## src/hmtd_pkg.sv

```systemverilog
// Shared types, constants and CRC function for the humidity/temperature frame decoder.
package hmtd_pkg;

   // Reply layout: two words, each WORD_BYTES data bytes plus one CRC byte
   localparam int WORD_BYTES  = 2;
   localparam int FRAME_BYTES = 2 * (WORD_BYTES + 1);

   // CRC-8, x^8+x^5+x^4+1, no reflection, no final xor
   localparam logic [7:0] CRC_INIT = 8'hFF;
   localparam logic [7:0] CRC_POLY = 8'h31;
   localparam logic [7:0] CRC_MSB  = 8'h80;

   // Conversion constants: temp = 17500*raw/2^16 - 4500, hum = 10000*raw/2^16
   localparam logic [14:0] TEMP_SCALE  = 15'd17500;
   localparam logic [14:0] TEMP_OFFSET = 15'd4500;
   localparam logic [13:0] HUM_SCALE   = 14'd10000;

   // Register map (byte addresses)
   localparam int          CSR_ADDR_W           = 2;
   localparam logic [1:0]  ADDR_HUMIDITY_FIRST  = 2'd0;
   localparam logic        HUMIDITY_FIRST_RESET = 1'b1;

   // Byte position within a reply, one-hot
   typedef enum logic [5:0] {
      POS_W0_HI  = 6'b000001,
      POS_W0_LO  = 6'b000010,
      POS_W0_CRC = 6'b000100,
      POS_W1_HI  = 6'b001000,
      POS_W1_LO  = 6'b010000,
      POS_W1_CRC = 6'b100000
   } pos_type;

   // Frame tracker to converter: completed reply contents
   typedef struct packed {
      logic        done;
      logic [15:0] first_word;
      logic [15:0] second_word;
      logic        first_ok;
      logic        second_ok;
   } frame_type;

   // One byte through the CRC-8 register, MSB first
   function automatic logic [7:0] crc8_update(input logic [7:0] crc, input logic [7:0] data);
      logic [7:0] c;
      c = crc ^ data;
      for (int i = 0; i < 8; i++) begin
         if ((c & CRC_MSB) != 8'h00) begin
            c = (c << 1) ^ CRC_POLY;
         end else begin
            c = c << 1;
         end
      end
      return c;
   endfunction

endpackage

```

## src/hmtd_frame.sv

```systemverilog
// Byte position tracking, running CRC and word capture for one reply.
module hmtd_frame (
   input  logic              clock,
   input  logic              reset,
   input  logic              fire,
   input  logic [7:0]        rx_byte,
   input  logic              frame_start,
   output hmtd_pkg::frame_type frame
);
   import hmtd_pkg::*;

   pos_type     pos_ff, pos_in, pos_sel;
   logic [7:0]  crc_ff, crc_in;
   logic [15:0] word0_ff, word0_in;
   logic [15:0] word1_ff, word1_in;
   logic        ok0_ff, ok0_in;
   logic        done;
   logic        ok1;

   // start flag forces byte zero
   assign pos_sel = frame_start ? POS_W0_HI : pos_ff;

   // next-state decode per byte position
   always_comb begin
      pos_in   = pos_ff;
      crc_in   = crc_ff;
      word0_in = word0_ff;
      word1_in = word1_ff;
      ok0_in   = ok0_ff;
      done     = 1'b0;
      ok1      = 1'b0;
      unique case (pos_sel)
         POS_W0_HI: begin
            crc_in   = crc8_update(CRC_INIT, rx_byte);
            word0_in = {rx_byte, 8'h00};
            pos_in   = POS_W0_LO;
         end
         POS_W0_LO: begin
            crc_in   = crc8_update(crc_ff, rx_byte);
            word0_in = {word0_ff[15:8], rx_byte};
            pos_in   = POS_W0_CRC;
         end
         POS_W0_CRC: begin
            ok0_in = (crc_ff == rx_byte);
            crc_in = CRC_INIT;
            pos_in = POS_W1_HI;
         end
         POS_W1_HI: begin
            crc_in   = crc8_update(CRC_INIT, rx_byte);
            word1_in = {rx_byte, 8'h00};
            pos_in   = POS_W1_LO;
         end
         POS_W1_LO: begin
            crc_in   = crc8_update(crc_ff, rx_byte);
            word1_in = {word1_ff[15:8], rx_byte};
            pos_in   = POS_W1_CRC;
         end
         POS_W1_CRC: begin
            ok1    = (crc_ff == rx_byte);
            done   = 1'b1;
            crc_in = CRC_INIT;
            pos_in = POS_W0_HI;
         end
         default: begin
            // illegal code: behave as byte zero
            crc_in   = crc8_update(CRC_INIT, rx_byte);
            word0_in = {rx_byte, 8'h00};
            pos_in   = POS_W0_LO;
         end
      endcase
   end

   // control state
   always_ff @(posedge clock) begin
      if (reset) begin
         pos_ff <= POS_W0_HI;
         crc_ff <= CRC_INIT;
         ok0_ff <= 1'b0;
      end else if (fire) begin
         pos_ff <= pos_in;
         crc_ff <= crc_in;
         ok0_ff <= ok0_in;
      end
   end

   // word holds
   always_ff @(posedge clock) begin
      if (fire) begin
         word0_ff <= word0_in;
         word1_ff <= word1_in;
      end
   end

   assign frame.done        = done;
   assign frame.first_word  = word0_ff;
   assign frame.second_word = word1_in;
   assign frame.first_ok    = ok0_ff;
   assign frame.second_ok   = ok1;

endmodule

```

## src/hmtd_conv.sv

```systemverilog
// Word ordering, fixed-point conversion and the result register.
module hmtd_conv (
   input  logic                clock,
   input  logic                reset,
   input  logic                humidity_first,
   input  logic                load,
   input  hmtd_pkg::frame_type frame,
   input  logic                rsp_stall,
   output logic                ready,
   output logic                rsp_valid,
   output logic [15:0]         rsp_humidity_raw,
   output logic [15:0]         rsp_temperature_raw,
   output logic                rsp_humidity_crc_ok,
   output logic                rsp_temperature_crc_ok,
   output logic signed [14:0]  rsp_temperature_centi_c,
   output logic [13:0]         rsp_humidity_centi_pct
);
   import hmtd_pkg::*;

   logic [15:0]        hum, tmp;
   logic               hum_ok, tmp_ok;
   logic [30:0]        t_prod;
   logic [29:0]        h_prod;
   logic [14:0]        t_scaled;
   logic               valid_ff, valid_in;
   logic [15:0]        hum_ff, tmp_ff;
   logic               hum_ok_ff, tmp_ok_ff;
   logic signed [14:0] tcent_ff, tcent_in;
   logic [13:0]        hcent_ff, hcent_in;

   // word order select
   always_comb begin
      if (humidity_first) begin
         hum    = frame.first_word;
         hum_ok = frame.first_ok;
         tmp    = frame.second_word;
         tmp_ok = frame.second_ok;
      end else begin
         tmp    = frame.first_word;
         tmp_ok = frame.first_ok;
         hum    = frame.second_word;
         hum_ok = frame.second_ok;
      end
   end

   // scale by constant, keep the integer part (floor)
   assign t_prod   = 31'(tmp) * 31'(TEMP_SCALE);
   assign h_prod   = 30'(hum) * 30'(HUM_SCALE);
   assign t_scaled = t_prod[30:16];
   assign tcent_in = $signed(t_scaled - TEMP_OFFSET);
   assign hcent_in = h_prod[29:16];

   // result register takes a new transaction when empty or draining
   assign ready    = !valid_ff || !rsp_stall;
   assign valid_in = load ? 1'b1 : (valid_ff && rsp_stall);

   always_ff @(posedge clock) begin
      if (reset) begin
         valid_ff <= 1'b0;
      end else begin
         valid_ff <= valid_in;
      end
   end

   always_ff @(posedge clock) begin
      if (load) begin
         hum_ff    <= hum;
         tmp_ff    <= tmp;
         hum_ok_ff <= hum_ok;
         tmp_ok_ff <= tmp_ok;
         tcent_ff  <= tcent_in;
         hcent_ff  <= hcent_in;
      end
   end

   assign rsp_valid               = valid_ff;
   assign rsp_humidity_raw        = hum_ff;
   assign rsp_temperature_raw     = tmp_ff;
   assign rsp_humidity_crc_ok     = hum_ok_ff;
   assign rsp_temperature_crc_ok  = tmp_ok_ff;
   assign rsp_temperature_centi_c = tcent_ff;
   assign rsp_humidity_centi_pct  = hcent_ff;

endmodule

```

## src/humidity_temp_frame_decoder_top.sv

```systemverilog
// Top level of the humidity/temperature reply frame decoder.
//
//   Channel  Direction  Handshake            Transaction
//   req      in         req_valid/req_stall  one reply byte plus start flag
//   rsp      out        rsp_valid/rsp_stall  decoded words, CRC flags, converted values
//   csr      in         APB psel/penable     humidity_first register at address 0
//
// One byte is accepted per cycle unless a stalled result holds the flow; a byte waits in the input register,
// and the sixth byte of a reply goes from there straight into the result register.
// The CRC-8 update and the two constant multipliers are combinational.
// Synchronous reset clears the byte position, running CRC and both valid flags.
// A stalled result holds; one further byte is still taken into the input register.
module humidity_temp_frame_decoder_top (
   input  logic                            clock,
   input  logic                            reset,
   input  logic                            req_valid,
   output logic                            req_stall,
   input  logic [7:0]                      req_rx_byte,
   input  logic                            req_frame_start,
   output logic                            rsp_valid,
   input  logic                            rsp_stall,
   output logic [15:0]                     rsp_humidity_raw,
   output logic [15:0]                     rsp_temperature_raw,
   output logic                            rsp_humidity_crc_ok,
   output logic                            rsp_temperature_crc_ok,
   output logic signed [14:0]              rsp_temperature_centi_c,
   output logic [13:0]                     rsp_humidity_centi_pct,
   input  logic                            psel,
   input  logic                            penable,
   input  logic                            pwrite,
   input  logic [hmtd_pkg::CSR_ADDR_W-1:0] paddr,
   input  logic [31:0]                     pwdata,
   output logic [31:0]                     prdata,
   output logic                            pready
);
   import hmtd_pkg::*;

   logic      in_valid_ff, in_valid_in;
   logic [7:0] in_byte_ff;
   logic      in_start_ff;
   logic      accept;
   logic      advance;
   logic      fire;
   logic      hum_first_ff;
   frame_type frame;

   // register port
   assign pready = 1'b1;
   assign prdata = (paddr == ADDR_HUMIDITY_FIRST) ? {31'd0, hum_first_ff} : 32'd0;

   always_ff @(posedge clock) begin
      if (reset) begin
         hum_first_ff <= HUMIDITY_FIRST_RESET;
      end else if (psel && penable && pwrite && pready && paddr == ADDR_HUMIDITY_FIRST) begin
         hum_first_ff <= pwdata[0];
      end
   end

   // input register
   assign req_stall   = in_valid_ff && !advance;
   assign accept      = req_valid && !req_stall;
   assign fire        = in_valid_ff && advance;
   assign in_valid_in = accept ? 1'b1 : (in_valid_ff && !advance);

   always_ff @(posedge clock) begin
      if (reset) begin
         in_valid_ff <= 1'b0;
      end else begin
         in_valid_ff <= in_valid_in;
      end
   end

   always_ff @(posedge clock) begin
      if (accept) begin
         in_byte_ff  <= req_rx_byte;
         in_start_ff <= req_frame_start;
      end
   end

   hmtd_frame u_frame (
      .clock       (clock),
      .reset       (reset),
      .fire        (fire),
      .rx_byte     (in_byte_ff),
      .frame_start (in_start_ff),
      .frame       (frame)
   );

   hmtd_conv u_conv (
      .clock                   (clock),
      .reset                   (reset),
      .humidity_first          (hum_first_ff),
      .load                    (fire && frame.done),
      .frame                   (frame),
      .rsp_stall               (rsp_stall),
      .ready                   (advance),
      .rsp_valid               (rsp_valid),
      .rsp_humidity_raw        (rsp_humidity_raw),
      .rsp_temperature_raw     (rsp_temperature_raw),
      .rsp_humidity_crc_ok     (rsp_humidity_crc_ok),
      .rsp_temperature_crc_ok  (rsp_temperature_crc_ok),
      .rsp_temperature_centi_c (rsp_temperature_centi_c),
      .rsp_humidity_centi_pct  (rsp_humidity_centi_pct)
   );

`ifndef SYNTHESIS
   // a completed reply always lands in the result register
   a_done_loads: assert property (@(posedge clock) disable iff (reset)
      fire && frame.done |=> rsp_valid)
      else $error("completed reply did not produce a result");

   // a new result only appears after the last byte of a reply
   a_no_spurious: assert property (@(posedge clock) disable iff (reset)
      rsp_valid && !$past(rsp_valid) |-> $past(fire && frame.done))
      else $error("result appeared without a completed reply");

   // converted values stay inside their ranges
   a_ranges: assert property (@(posedge clock) disable iff (reset)
      rsp_valid |-> rsp_temperature_centi_c >= -15'sd4500
                 && rsp_temperature_centi_c <= 15'sd12999
                 && rsp_humidity_centi_pct <= 14'd9999)
      else $error("converted value out of range");
`endif

endmodule

```

## config.mk

```make
export PLATFORM = sky130hd
export DESIGN_NAME = humidity_temp_frame_decoder_top
export DESIGN_NICKNAME = d
export VERILOG_FILES = /design/src/hmtd_pkg.sv /design/src/hmtd_frame.sv /design/src/hmtd_conv.sv /design/src/humidity_temp_frame_decoder_top.sv
export SDC_FILE = /design/constraint.sdc
export NUM_CORES = 1
export LEC_CHECK = 0
export BUFFER_PORTS_ARGS = -buffer_cell sky130_fd_sc_hd__buf_2
export CAP_MARGIN = 20
export CORE_ASPECT_RATIO = 0.5
export CORE_MARGIN = 2
export CORE_UTILIZATION = 50
export DETAILED_ROUTE_END_ITERATION = 12
export PLACE_DENSITY = 0.75
export SYNTH_ARGS = -nofsm -noshare
export SYNTH_HDL_FRONTEND = slang
export SYNTH_SLANG_ARGS = --single-unit
```

## constraint.sdc

```tcl
create_clock -name clock -period 8.11 [get_ports clock]
set_input_delay 0.4055 -clock clock [delete_from_list [all_inputs] [get_ports clock]]
set_output_delay 0.4055 -clock clock [all_outputs]
set_load 0.02 [all_outputs]
```

==> impl_metrics.yaml <==
floorplan:
  die_h_microns: 110
  die-area_sq_um: 23900
  start_util_pct: 51.6
  io_pins: 148
  dieWidth_microns: 217
  core-area_sq_um: 21900
  num_rows: 38
timing:
  finalHoldViolations: 0
  worst-slew-pin-transition_ns: 0.925
  fmax_mhz: 139
  period_minus_slack_ns: 7.18
  setup_viol: 0
  rsz0062_at_grt: "no"
  skew_ns: 0.0123
  setup_tns_ns: 0
  period_share_pct: 88.5
  slew_headroom_pct: 38.2
  slew_viol_final: 0
routing:
  drt-total-wl_microns: 23600
  ant_nets: 0
  vias: 7650
  dr.pass1.iters: 5
  post-route-drc-count: 0
  drt-initial-drc-count: 416
  wire_per_inst_microns: 16.1
  viasPerCell: 5.21
worst_setup_path:
  cp_max_fo: 12
  slowest_stage: "a21oi_1"
  rrSetupSlack_ns: 0.93
  r2r-end: "u_conv.rsp_temperature_centi_c[14]"
  worstSetupStartpointType: "flop"
  crit_required_ns: 8.28
  reg2reg_depth: 26
  crit_start: "u_frame.pos_ff[2]"
  cp.buffers_inverters: 2
  arrival_ns: 7.35
  cp_common_cell: "ha_1"
  r2r_start: "u_frame.pos_ff[2]"
  cpPeakStageDelay_ns: 0.67
  path_class: "reg -> reg"
  critPathTopFamily: "adder cells"
  end_kind: "flop"
  crit_path_end: "u_conv.rsp_temperature_centi_c[14]"
  path_depth: 26
layout:
  finish.instance_area_sq_um: 12600
  n_antenna_cell: 0
  layout.nets: 1446
  final_layout_size_suffix_gt1_share_pct: 15.4
  layout_common_cells: "inv_1, ha_1, edfxtp_1"
  multi_input_area_sq_um: 6800
  mostFrequentLayoutCell: "inv_1"
  nFillCells: 1796
  seqCellArea_sq_um: 3480
  fin_util_pct: 57.4
  syn_to_final_growth_pct: 11.1
logic_synthesis:
  ys.flop_type: "edfxtp_1"
  syn_area_sq_um: 11300
  synth-seq-area-share_pct: 30.8
  ys_ff_latch: 122
  yosysUniqueCellTypes: 77
  avgSynthCellArea_sq_um: 10.6
  synth_async_sr_flop_share_pct: 0
  yosysWarnings: 0
  syn_inst: 1068
  synth_edf_count: 104
grt:
  grt_max_degree: 64
  overflow: 0
  grt_pass1_wl_microns: 39000
  antenna_found_initial: 0
  grt_usage_pct: 21.0
  grt_pass1_vias: 7962
clock_network:
  post-cts-setup-buffers: 0
  insertion_delay_ns: 0.43
  cts_tree: "done"
  cts_made_buffers: 17
  ctsResizeCount: 0
  h-tree-depth: 4
  clock-sinks: 122
  cts_root_buf: "clkbuf_16"
  clkSlewWorstSetupHoldPaths_ns: 0.06
  clk_path_buf_depth: 2
  ctsHoldBuffers: 0
pwr:
  p_per_area_nw_per_um2: 255
  ir_drop_uv: 149
  finalPower_w: 0.00320
  p_leak_nw: 6.08
hold_path:
  hp-class: "in -> reg"
  worstHoldStart: "req_rx_byte[6]"
placement:
  port_buffers: 84
  placed_area_sq_um: 11900
  post-dp-hpwl_microns: 18000
  gp_congestion: 0.871
status:
  status: "completed"
flow_run:
  maxCapViolCount: 0
## worst reg2reg max path: cells and delay by family (launching register included)
family | cells | cell delay [ns]
AND/OR/NAND/NOR | 6 | 1.41
flip-flops | 1 | 0.35
AO/OA/AOI/OAI | 9 | 2.07
adder cells (fa/ha/maj) | 8 | 2.78
buffers and inverters | 2 | 0.08
multiplexers | 1 | 0.22
## Yosys cell counts (all sizes together), types with 2 or more instances
cell     number  share of area [%]
a21oi        39                1.8
a22o          7               0.70
nand3        14               0.71
nand2b        3               0.17
conb          2              0.066
dfxtp        18                3.2
nor2b        14               0.77
or2           2               0.11
and2         13               0.74
o221ai        5               0.39
o21ai        17               0.95
o21a         10               0.66
fa           76                 13
and3b         2               0.15
clkbuf       14               0.46
o2111ai       3               0.23
nor2         44                1.5
nand2        52                1.7
o211ai        6               0.49
a31oi         3               0.30
nor3          9               0.44
a21o         14                1.0
ha          164                 18
xnor2        45                3.5
a211oi        7               0.55
o211a         4               0.35
inv         215                7.1
nand3b        2               0.13
o31ai         4               0.39
mux2i        15                1.3
o21bai        5               0.43
a211o         6               0.46
a22oi         2               0.13
nand4        10               0.55
mux2         25                2.5
a2111oi       2               0.32
xor2         19                1.5
nor4          5               0.41
edfxtp      104                 28
buf          39                2.5
or3           6               0.33
o311ai        2               0.38
and3          7               0.43
## how the worst min path moves through the flow
stage	to	slack [ns]	depth (start not counted)
after global routing	in_byte_ff[3]	0.14	1
final	in_byte_ff[6]	0.16	1
after global placement	u_frame.ok0_ff	0.46	2
after detailed placement	u_frame.ok0_ff	0.47	2
after floorplan	u_frame.ok0_ff	0.45	2
after CTS	in_byte_ff[3]	0.14	1
## power by group
part | internal (W) | total [W] | switching (W)
combinational | 0.000670 | 0.00163 | 0.000959
sequential | 0.000768 | 0.000785 | 0.0000173
clock | 0.000485 | 0.000789 | 0.000305
## final cells by class
cell class / instances / share of cell area (%)
tap: 300 / 2.99
timing repair buffer: 92 / 3.98
clock inverter: 14 / 1.37
clock buffer: 18 / 3.41
inverter: 216 / 6.45
sequential: 122 / 27.7
multi-input combinational: 707 / 54.1
## state kept, by name, indices dropped and copies added, names as in the netlist
signal and count:
u_frame.word0_ff 16, u_conv.rsp_valid 1, u_conv.rsp_temperature_centi_c 15, u_frame.word1_ff 16
in_start_ff 1, in_byte_ff 8, hum_first_ff 1, u_conv.rsp_humidity_raw 16
u_conv.rsp_temperature_crc_ok 1, u_frame.pos_ff 6, u_conv.rsp_temperature_raw 16, u_conv.rsp_humidity_crc_ok 1
u_frame.ok0_ff 1, u_conv.rsp_humidity_centi_pct 14, u_frame.crc_ff 8, in_valid_ff 1
## routing by layer
| metal | part of all wire [%] | GRT usage, % | vias up |
|---|---|---|---|
| met2 | 49 | 37.1 | 179 |
| met1 | 46 | 26.5 | 3729 |
| met5 | 0 | 0 | - |
| met4 | 1.3 | 7.58 | 0 |
| li1 | - | - | 3715 |
| met3 | 4.6 | 3.68 | 27 |
## stage by stage
step | instances | hold slack (ns) | setup WS, ns
after detailed placement | 1436 | 0.470 | 1.02
after global placement | 1436 | 0.459 | 1.10
after global routing | 1469 | 0.141 | 0.392
after floorplan | 1098 | 0.449 | 1.42
final | 1469 | 0.156 | 0.934
after CTS | 1468 | 0.142 | 1.00
## kinds of logic (layout without fill, tap and decap cells)
kind of cell               after synthesis  after routing  synth area share [%]
other                                    2             32                0.0664
AOI/OAI and AO/OA                      143            143                  10.2
xor gates and xnor gates                64             64                  4.95
and+or+nand+nor                        187            187                  8.45
adders and majority gates              241            241                  31.7
buffers and inverters                  269            340                  10.1
DFF                                    122            122                  30.8
muxes                                   40             40                  3.81
Power figures use the tool's default switching activity.
